==> config.mk <==
export PLATFORM = sky130hd
export DESIGN_NAME = string_hash_bucket_unit
export DESIGN_NICKNAME = d
export VERILOG_FILES = /design/src/shb_pkg.sv /design/src/shb_mul.sv /design/src/shb_mod.sv /design/src/string_hash_bucket_unit.sv
export SDC_FILE = /design/constraint.sdc
export NUM_CORES = 2
export LEC_CHECK = 0
export BUFFER_PORTS_ARGS = -buffer_cell sky130_fd_sc_hd__buf_2
export CAP_MARGIN = 20
export CORE_MARGIN = 1
export CORE_UTILIZATION = 35
export DETAILED_ROUTE_END_ITERATION = 6
export REMOVE_ABC_BUFFERS = 1
export SLEW_MARGIN = 20
export SYNTH_ARGS = -nofsm -noshare
export SYNTH_HDL_FRONTEND = slang
export SYNTH_SLANG_ARGS = --single-unit
==> constraint.sdc <==
create_clock -name clk -period 26.1 [get_ports clk]
set_clock_uncertainty 0.05 [all_clocks]
set_input_delay 7.83 -clock clk [delete_from_list [all_inputs] [get_ports clk]]
set_output_delay 7.83 -clock clk [all_outputs]
set_load 0.02 [all_outputs]
==> src/shb_pkg.sv <==
`timescale 1ns / 1ps
// ----------------------------------------------------------------------------
// shb_pkg: shared types and constants of the string hash bucket unit
// Item and result structures, hashing constants, register map and the
// operation codes of the shared multiplier.
// ----------------------------------------------------------------------------
package shb_pkg;

    localparam int unsigned WORD_W   = 32;
    localparam int unsigned BYTE_W   = 8;
    localparam int unsigned HASH_W   = 53;
    localparam int unsigned HIGH_W   = HASH_W - WORD_W;
    localparam int unsigned BUCKET_W = 8;
    localparam int unsigned ADDR_W   = 3;

    localparam logic [WORD_W-1:0] START_ONE  = 32'hdeadbeef;
    localparam logic [WORD_W-1:0] START_TWO  = 32'h41c6ce57;
    localparam logic [WORD_W-1:0] MUL_ONE    = 32'd2654435761;
    localparam logic [WORD_W-1:0] MUL_TWO    = 32'd1597334677;
    localparam logic [WORD_W-1:0] MIX_A      = 32'd2246822507;
    localparam logic [WORD_W-1:0] MIX_B      = 32'd3266489909;
    localparam logic [WORD_W-1:0] SEED_RESET = 32'h00023ab8;

    localparam logic REG_SEED = 1'b0;

    typedef struct packed {
        logic [BYTE_W-1:0] key_byte;
        logic              byte_present;
        logic              last;
    } item_t;

    typedef struct packed {
        logic [HASH_W-1:0]   hash_value;
        logic [BUCKET_W-1:0] bucket;
    } result_t;

    typedef enum logic [1:0] {
        SH_NONE = 2'd0,
        SH_13   = 2'd1,
        SH_16   = 2'd2
    } shift_sel_t;

    typedef enum logic [1:0] {
        K_ONE   = 2'd0,
        K_TWO   = 2'd1,
        K_MIX_A = 2'd2,
        K_MIX_B = 2'd3
    } mul_const_t;

    typedef struct packed {
        logic [WORD_W-1:0] operand;
        shift_sel_t        shift;
        mul_const_t        mult;
    } mul_req_t;

endpackage

==> src/shb_mul.sv <==
`timescale 1ns / 1ps
// ----------------------------------------------------------------------------
// shb_mul: shared xor-shift multiplier
// Optionally folds the operand with a right-shifted copy of itself and multiplies it,
// modulo 2^32, by one of the four hashing constants.
// ----------------------------------------------------------------------------
module shb_mul
    import shb_pkg::*;
(
    input  mul_req_t          req,
    output logic [WORD_W-1:0] product
);

    logic [WORD_W-1:0]   mixed;
    logic [WORD_W-1:0]   factor;
    logic [2*WORD_W-1:0] full;

    always_comb
    begin
        unique case (req.shift)
            SH_13:   mixed = req.operand ^ (req.operand >> 13);
            SH_16:   mixed = req.operand ^ (req.operand >> 16);
            default: mixed = req.operand;
        endcase
    end

    always_comb
    begin
        unique case (req.mult)
            K_ONE:   factor = MUL_ONE;
            K_TWO:   factor = MUL_TWO;
            K_MIX_A: factor = MIX_A;
            K_MIX_B: factor = MIX_B;
            default: factor = MUL_ONE;
        endcase
    end

    assign full    = {{WORD_W{1'b0}}, mixed} * {{WORD_W{1'b0}}, factor};
    assign product = full[WORD_W-1:0];

endmodule

==> src/shb_mod.sv <==
`timescale 1ns / 1ps
// ----------------------------------------------------------------------------
// shb_mod: remainder unit
// Reduces the 53-bit hash modulo the bucket count one byte at a time, most
// significant byte first: a reciprocal multiplication estimates the quotient
// and a multiply-back with one correcting subtraction gives the partial
// remainder.
// ----------------------------------------------------------------------------
module shb_mod
    import shb_pkg::*;
#(
    parameter int unsigned BUCKET_COUNT = 255
)
(
    input  logic                clk,
    input  logic                rst_n,
    input  logic                start,
    input  logic [HASH_W-1:0]   value,
    output logic [HASH_W-1:0]   hash,
    output logic [BUCKET_W-1:0] remainder,
    output logic                done
);

    localparam int unsigned DIGITS  = (HASH_W + BYTE_W - 1) / BYTE_W;
    localparam int unsigned PAD_W   = DIGITS * BYTE_W;
    localparam int unsigned PART_W  = BUCKET_W + BYTE_W;
    localparam int unsigned RECIP_W = 24;
    localparam int unsigned CNT_W   = $clog2(DIGITS);
    localparam logic [RECIP_W-1:0] RECIP =
        RECIP_W'((64'd1 << RECIP_W) / 64'(BUCKET_COUNT));
    localparam logic [BUCKET_W-1:0] DIVISOR    = BUCKET_W'(BUCKET_COUNT);
    localparam logic [CNT_W-1:0]    LAST_DIGIT = CNT_W'(DIGITS - 1);

    logic [HASH_W-1:0]          hash_reg;
    logic [PAD_W-1:0]           digits_reg;
    logic [BUCKET_W-1:0]        rem_reg, rem_next;
    logic [PART_W-1:0]          part_reg;
    logic [PART_W-1:0]          quot_reg;
    logic [CNT_W-1:0]           cnt_reg;
    logic                       phase_reg;
    logic                       busy_reg;
    logic                       done_reg;
    logic [PART_W-1:0]          part;
    logic [PART_W+RECIP_W-1:0]  recip_prod;
    logic [PART_W+BUCKET_W-1:0] back_prod;
    logic [PART_W-1:0]          diff;
    logic [PART_W-1:0]          wide_div;

    assign wide_div   = {{BYTE_W{1'b0}}, DIVISOR};
    assign part       = {rem_reg, digits_reg[PAD_W-1 -: BYTE_W]};
    assign recip_prod = {{RECIP_W{1'b0}}, part} * {{PART_W{1'b0}}, RECIP};
    assign back_prod  = {{BUCKET_W{1'b0}}, quot_reg} * {{PART_W{1'b0}}, DIVISOR};
    assign diff       = part_reg - back_prod[PART_W-1:0];

    always_comb
    begin
        if (diff >= wide_div)
        begin
            rem_next = BUCKET_W'(diff - wide_div);
        end
        else
        begin
            rem_next = diff[BUCKET_W-1:0];
        end
    end

    always_ff @(posedge clk or negedge rst_n)
    begin
        if (!rst_n)
        begin
            busy_reg  <= 1'b0;
            done_reg  <= 1'b0;
            cnt_reg   <= '0;
            phase_reg <= 1'b0;
        end
        else if (start)
        begin
            busy_reg  <= 1'b1;
            done_reg  <= 1'b0;
            cnt_reg   <= '0;
            phase_reg <= 1'b0;
        end
        else if (busy_reg)
        begin
            if (!phase_reg)
            begin
                phase_reg <= 1'b1;
            end
            else
            begin
                phase_reg <= 1'b0;
                if (cnt_reg == LAST_DIGIT)
                begin
                    busy_reg <= 1'b0;
                    done_reg <= 1'b1;
                end
                else
                begin
                    cnt_reg <= cnt_reg + 1'b1;
                end
            end
        end
    end

    always_ff @(posedge clk)
    begin
        if (start)
        begin
            hash_reg   <= value;
            digits_reg <= {{(PAD_W-HASH_W){1'b0}}, value};
            rem_reg    <= '0;
        end
        else if (busy_reg)
        begin
            if (!phase_reg)
            begin
                part_reg   <= part;
                quot_reg   <= recip_prod[PART_W+RECIP_W-1:RECIP_W];
                digits_reg <= digits_reg << BYTE_W;
            end
            else
            begin
                rem_reg <= rem_next;
            end
        end
    end

    assign hash      = hash_reg;
    assign remainder = rem_reg;
    assign done      = done_reg;

endmodule

==> src/string_hash_bucket_unit.sv <==
`timescale 1ns / 1ps
// ----------------------------------------------------------------------------
// string_hash_bucket_unit: cyrb53 string hash with bucket index
// Hashes a key given one byte per item and returns the 53-bit hash and its
// bucket index for the final item of each key.
// ----------------------------------------------------------------------------
// A key enters on the item channel one byte per item; last marks its end.
// For an item with a byte, the shared multiplier updates the first
// accumulator in the accepting cycle and the second one in the next cycle.
// An item without a byte and without last changes nothing and leaves the block ready.
// A last item then runs four finalisation multiplies through the same
// multiplier and a remainder over the seven bytes of the hash; the next item
// is taken once the result has been written to the free output register.
// item_stall is high while an item is at work.
// The result sits in an output register until it is taken; the block accepts
// further items meanwhile, and only a following last item waits for it.
// Reset and every write of the seed register reload both accumulators from
// the seed; the seed resets to 0x23ab8. No memory is used.
// ----------------------------------------------------------------------------
module string_hash_bucket_unit
    import shb_pkg::*;
#(
    parameter int unsigned BUCKET_COUNT = 255
)
(
    input  logic              clk,
    input  logic              rst_n,
    input  logic              item_valid,
    output logic              item_stall,
    input  item_t             item,
    output logic              result_valid,
    input  logic              result_stall,
    output result_t           result,
    input  logic              psel,
    input  logic              penable,
    input  logic              pwrite,
    input  logic [ADDR_W-1:0] paddr,
    input  logic [WORD_W-1:0] pwdata,
    output logic [WORD_W-1:0] prdata,
    output logic              pready
);

    typedef enum logic [6:0] {
        S_IDLE   = 7'b0000001,
        S_ABSORB = 7'b0000010,
        S_FIN1   = 7'b0000100,
        S_FIN2   = 7'b0001000,
        S_FIN3   = 7'b0010000,
        S_FIN4   = 7'b0100000,
        S_MOD    = 7'b1000000
    } state_t;

    state_t              state_reg, state_next;
    logic [WORD_W-1:0]   seed_reg;
    logic [WORD_W-1:0]   acc_one_reg, acc_one_next;
    logic [WORD_W-1:0]   acc_two_reg, acc_two_next;
    logic [WORD_W-1:0]   tmp_reg, tmp_next;
    logic [BYTE_W-1:0]   byte_reg;
    logic                last_reg;
    logic                result_valid_reg, result_valid_next;
    result_t             result_reg, result_next;
    mul_req_t            req;
    logic [WORD_W-1:0]   product;
    logic                mod_start;
    logic [HASH_W-1:0]   mod_hash;
    logic [BUCKET_W-1:0] mod_rem;
    logic                mod_done;
    logic                seed_write;
    logic                item_accept;
    logic                slot_free;

    shb_mul u_mul
    (
        .req     (req),
        .product (product)
    );

    shb_mod #(
        .BUCKET_COUNT (BUCKET_COUNT)
    ) u_mod
    (
        .clk       (clk),
        .rst_n     (rst_n),
        .start     (mod_start),
        .value     ({acc_two_next[HIGH_W-1:0], acc_one_reg}),
        .hash      (mod_hash),
        .remainder (mod_rem),
        .done      (mod_done)
    );

    assign pready      = 1'b1;
    assign seed_write  = psel && penable && pwrite && (paddr[ADDR_W-1] == REG_SEED);
    assign prdata      = (paddr[ADDR_W-1] == REG_SEED) ? seed_reg : '0;
    assign item_stall  = (state_reg != S_IDLE);
    assign item_accept = item_valid && !item_stall;
    assign slot_free   = !result_valid_reg || !result_stall;
    assign mod_start   = (state_reg == S_FIN4);

    always_comb
    begin
        req.operand = acc_one_reg ^ {{(WORD_W-BYTE_W){1'b0}}, item.key_byte};
        req.shift   = SH_NONE;
        req.mult    = K_ONE;
        unique case (state_reg)
            S_ABSORB:
            begin
                req.operand = acc_two_reg ^ {{(WORD_W-BYTE_W){1'b0}}, byte_reg};
                req.mult    = K_TWO;
            end
            S_FIN1:
            begin
                req.operand = acc_one_reg;
                req.shift   = SH_16;
                req.mult    = K_MIX_A;
            end
            S_FIN2:
            begin
                req.operand = acc_two_reg;
                req.shift   = SH_13;
                req.mult    = K_MIX_B;
            end
            S_FIN3:
            begin
                req.operand = acc_two_reg;
                req.shift   = SH_16;
                req.mult    = K_MIX_A;
            end
            S_FIN4:
            begin
                req.operand = acc_one_reg;
                req.shift   = SH_13;
                req.mult    = K_MIX_B;
            end
            default:
            begin
            end
        endcase
    end

    always_comb
    begin
        state_next        = state_reg;
        acc_one_next      = acc_one_reg;
        acc_two_next      = acc_two_reg;
        tmp_next          = tmp_reg;
        result_next       = result_reg;
        result_valid_next = result_valid_reg && result_stall;
        unique case (state_reg)
            S_IDLE:
            begin
                if (item_accept)
                begin
                    if (item.byte_present)
                    begin
                        acc_one_next = product;
                        state_next   = S_ABSORB;
                    end
                    else if (item.last)
                    begin
                        state_next = S_FIN1;
                    end
                end
            end
            S_ABSORB:
            begin
                acc_two_next = product;
                state_next   = last_reg ? S_FIN1 : S_IDLE;
            end
            S_FIN1:
            begin
                tmp_next   = product;
                state_next = S_FIN2;
            end
            S_FIN2:
            begin
                acc_one_next = tmp_reg ^ product;
                state_next   = S_FIN3;
            end
            S_FIN3:
            begin
                tmp_next   = product;
                state_next = S_FIN4;
            end
            S_FIN4:
            begin
                acc_two_next = tmp_reg ^ product;
                state_next   = S_MOD;
            end
            S_MOD:
            begin
                if (mod_done && slot_free)
                begin
                    result_next.hash_value = mod_hash;
                    result_next.bucket     = mod_rem;
                    result_valid_next      = 1'b1;
                    acc_one_next           = START_ONE ^ seed_reg;
                    acc_two_next           = START_TWO ^ seed_reg;
                    state_next             = S_IDLE;
                end
            end
            default:
            begin
                state_next = S_IDLE;
            end
        endcase
    end

    always_ff @(posedge clk or negedge rst_n)
    begin
        if (!rst_n)
        begin
            state_reg        <= S_IDLE;
            seed_reg         <= SEED_RESET;
            acc_one_reg      <= START_ONE ^ SEED_RESET;
            acc_two_reg      <= START_TWO ^ SEED_RESET;
            result_valid_reg <= 1'b0;
        end
        else
        begin
            state_reg        <= state_next;
            result_valid_reg <= result_valid_next;
            if (seed_write)
            begin
                seed_reg    <= pwdata;
                acc_one_reg <= START_ONE ^ pwdata;
                acc_two_reg <= START_TWO ^ pwdata;
            end
            else
            begin
                acc_one_reg <= acc_one_next;
                acc_two_reg <= acc_two_next;
            end
        end
    end

    always_ff @(posedge clk)
    begin
        tmp_reg    <= tmp_next;
        result_reg <= result_next;
        if (item_accept)
        begin
            byte_reg <= item.key_byte;
            last_reg <= item.last;
        end
    end

    assign result_valid = result_valid_reg;
    assign result       = result_reg;

endmodule

==> impl_metrics.json <==
{
  "outcome": "finished, final reports clean",
  "fillCellCount": 9343,
  "h-tree-depth": 2,
  "fin_crit_sh": 0.6508,
  "first_global_vias": 23807,
  "io_buffer_count": 144,
  "synthTopCellsByArea": "fa_1 (27%), edfxtp_1 (21%), ha_1 (8.3%), inv_1 (6.8%), dfrtp_1 (4.8%)",
  "drive_gt1_frac": 0.1149,
  "grt.overflow.total": 0,
  "worstPathRequired_ps": 18220,
  "setup_tns_ps": 0,
  "globalplace.congestion": 0.9533,
  "grt_antenna_before_repair": 8,
  "initial_core_util": 0.3539,
  "worstSetupPathType": "in2out",
  "drt-pass1-iter-count": 6,
  "setup_viol": 0,
  "syn-mean-instance-area_um2": 10.40,
  "yosys_most_used_dff": "edfxtp_1",
  "layout.nets": 4018,
  "ios": 148,
  "crit_fanout": 34,
  "num_rows": 112,
  "worst_hold_slack_ps": 362.4,
  "top_layer_used": "met5",
  "core_um2": 93610,
  "ys_ff_latch": 354,
  "grt_pass1_wl_um": 154400,
  "yosys.area.top_type": "fa_1",
  "grt.total_usage": 0.2185,
  "hold_depth": 0,
  "rr_worst_depth": 38,
  "post_cts_resized": 0,
  "grt_max_degree": 61,
  "holdPathEnd": "result[26]",
  "die-area_um2": 95900,
  "hold_violations": 0,
  "synth-seq-area-share": 0.3026,
  "syn_area_um2": 33130,
  "worst_r2r_endpoint": "acc_one_reg[28]",
  "worstSetupStartpointType": "input pin",
  "r2r-start": "state_reg[3]",
  "clockRootBuffer": "clkbuf_16",
  "max-slew-margin-rel": 0.2365,
  "cts_sinks": 354,
  "wirelength_um": 103400,
  "rsz0062_at_grt": "no",
  "cts_buffers": 38,
  "die_x_um": 309.7,
  "synth_cells": 3185,
  "async_flop_share": 0.3107,
  "ys_types": 102,
  "cts_tree": "done",
  "vias_per_cell": 5.187,
  "slew_violations": 0,
  "ant_nets": 0,
  "synth_edf_count": 233,
  "clock_path_buffers": 3,
  "dp_cells": 4516,
  "drt_iter0_drc": 2350,
  "post-route-drc-count": 0,
  "area_growth_pct": 10.52,
  "cts_hold_buf": 0,
  "wl_met1_um": 43560,
  "ys_warn_count": 0,
  "drt-wirelength-per-cell_um": 22.54,
  "r2r_slack_ps": 13330,
  "hold_path.startpoint": "u_mod.hash[18]",
  "worst_pin_slew_ps": 1139,
  "via_count": 23791,
  "dpl.hpwl_um": 82740,
  "fin_cells": 4587,
  "dr_wl_met2_um": 47660,
  "worstSkewPairLatency_ps": 570,
  "cts_setup_buffers": 0,
  "largest_register_ffs": 61,
  "clkTransAtPathRegs_ps": 60,
  "max_freq_mhz": 58.87,
  "layout_min_cycle_time_ps": 16990,
  "cp.arrival_ps": 9110,
  "route.met3.wl_um": 8620,
  "drv_cap": 0,
  "hold_path.class": "reg2reg",
  "critPathCaptureType": "output pin",
  "die_h_um": 309.7,
  "synth_top_area_frac": 0.2683
}
-- synthesized netlist by cell type, drive strengths merged (22+ instances only) --
cell and count:
xnor2 92, dfrtp 64, xor2 56, fa 444
nand2b 28, nand2 338, o21ai 125, inv 609
clkbuf 91, ha 220, nand3 24, nor2 201
a21o 47, nor3 22, edfxtp 233, nor2b 48
o21a 22, o211ai 22, dfstp 46, and2 34
a221oi 35, a21oi 90
-- metrics by stage --
stage | setup WS (ps) | util | cell area, µm²
3_3_place_gp | 8761 | 0.3773 | 35320
3_5_place_dp | 8722 | 0.3773 | 35320
2_1_floorplan | 10090 | - | 32660
4_1_cts | 9089 | 0.3912 | 36620
5_1_grt | 8891 | 0.3912 | 36620
6_report | 9115 | 0.3912 | 36620
-- cells by family (layout without fill, tap and decap cells) --
kind of cell / Yosys count / in the layout / synth area share
other: 1 / 2 / 0.0001132
XOR/XNOR: 151 / 151 / 0.04347
AO/OA/AOI/OAI: 493 / 493 / 0.1020
buffers and inverters: 723 / 870 / 0.08364
multiplexers: 29 / 29 / 0.01072
adder cells (fa/ha/maj): 664 / 664 / 0.3513
flip-flops: 354 / 354 / 0.3026
AND/OR/NAND/NOR: 770 / 770 / 0.1061
-- worst max-delay path: stages --
cell     delay [ps]
buf_2           630
nor2b_1         330
buf_2           260
-- per-layer routing --
metal,vias to the layer above,global-route usage
met3,153,0.04242
met5,-,0
met4,8,0.07207
met1,12089,0.2985
li1,10579,-
met2,962,0.3472
-- placed cells by master (no fill, tap or decap), drive strengths merged, types with 24 or more instances in the layout --
cell,n
a21o,47
a21oi,90
a221oi,35
and2,34
buf,189
clkbuf,53
dfrtp,64
dfstp,46
edfxtp,233
fa,444
ha,220
inv,611
nand2,338
nand2b,28
nand3,24
nor2,201
nor2b,48
o21ai,125
xnor2,92
xor2,56
-- final cells by class --
cell class              count  area, µm²  share of cell area
repair buffers            189       1061             0.02897
clock inverters            17      195.2            0.005330
clock buffers              53       1101             0.03007
inverters                 611       2303             0.06290
flip-flops and latches    354      10030              0.2738
multi-input cells        2108      20360              0.5560
diodes                      1      2.502          0.00006833
well taps                1254       1569             0.04285
-- worst max-delay path by stage --
stage	from	endpoint	slack, ps	cells past startpoint
after detailed placement	item[8]	acc_two_reg[31]	8720	35
after floorplan	paddr[2]	prdata[0]	10090	1
after global routing	item[8]	acc_two_reg[31]	8890	35
after global placement	item[8]	acc_two_reg[31]	8760	35
final	paddr[2]	prdata[24]	9110	3
after CTS	paddr[2]	prdata[24]	9090	3
Power is left out: the tool's default activity adds up to more than one toggle a clock period on the data nets, which glitch-free logic cannot reach.
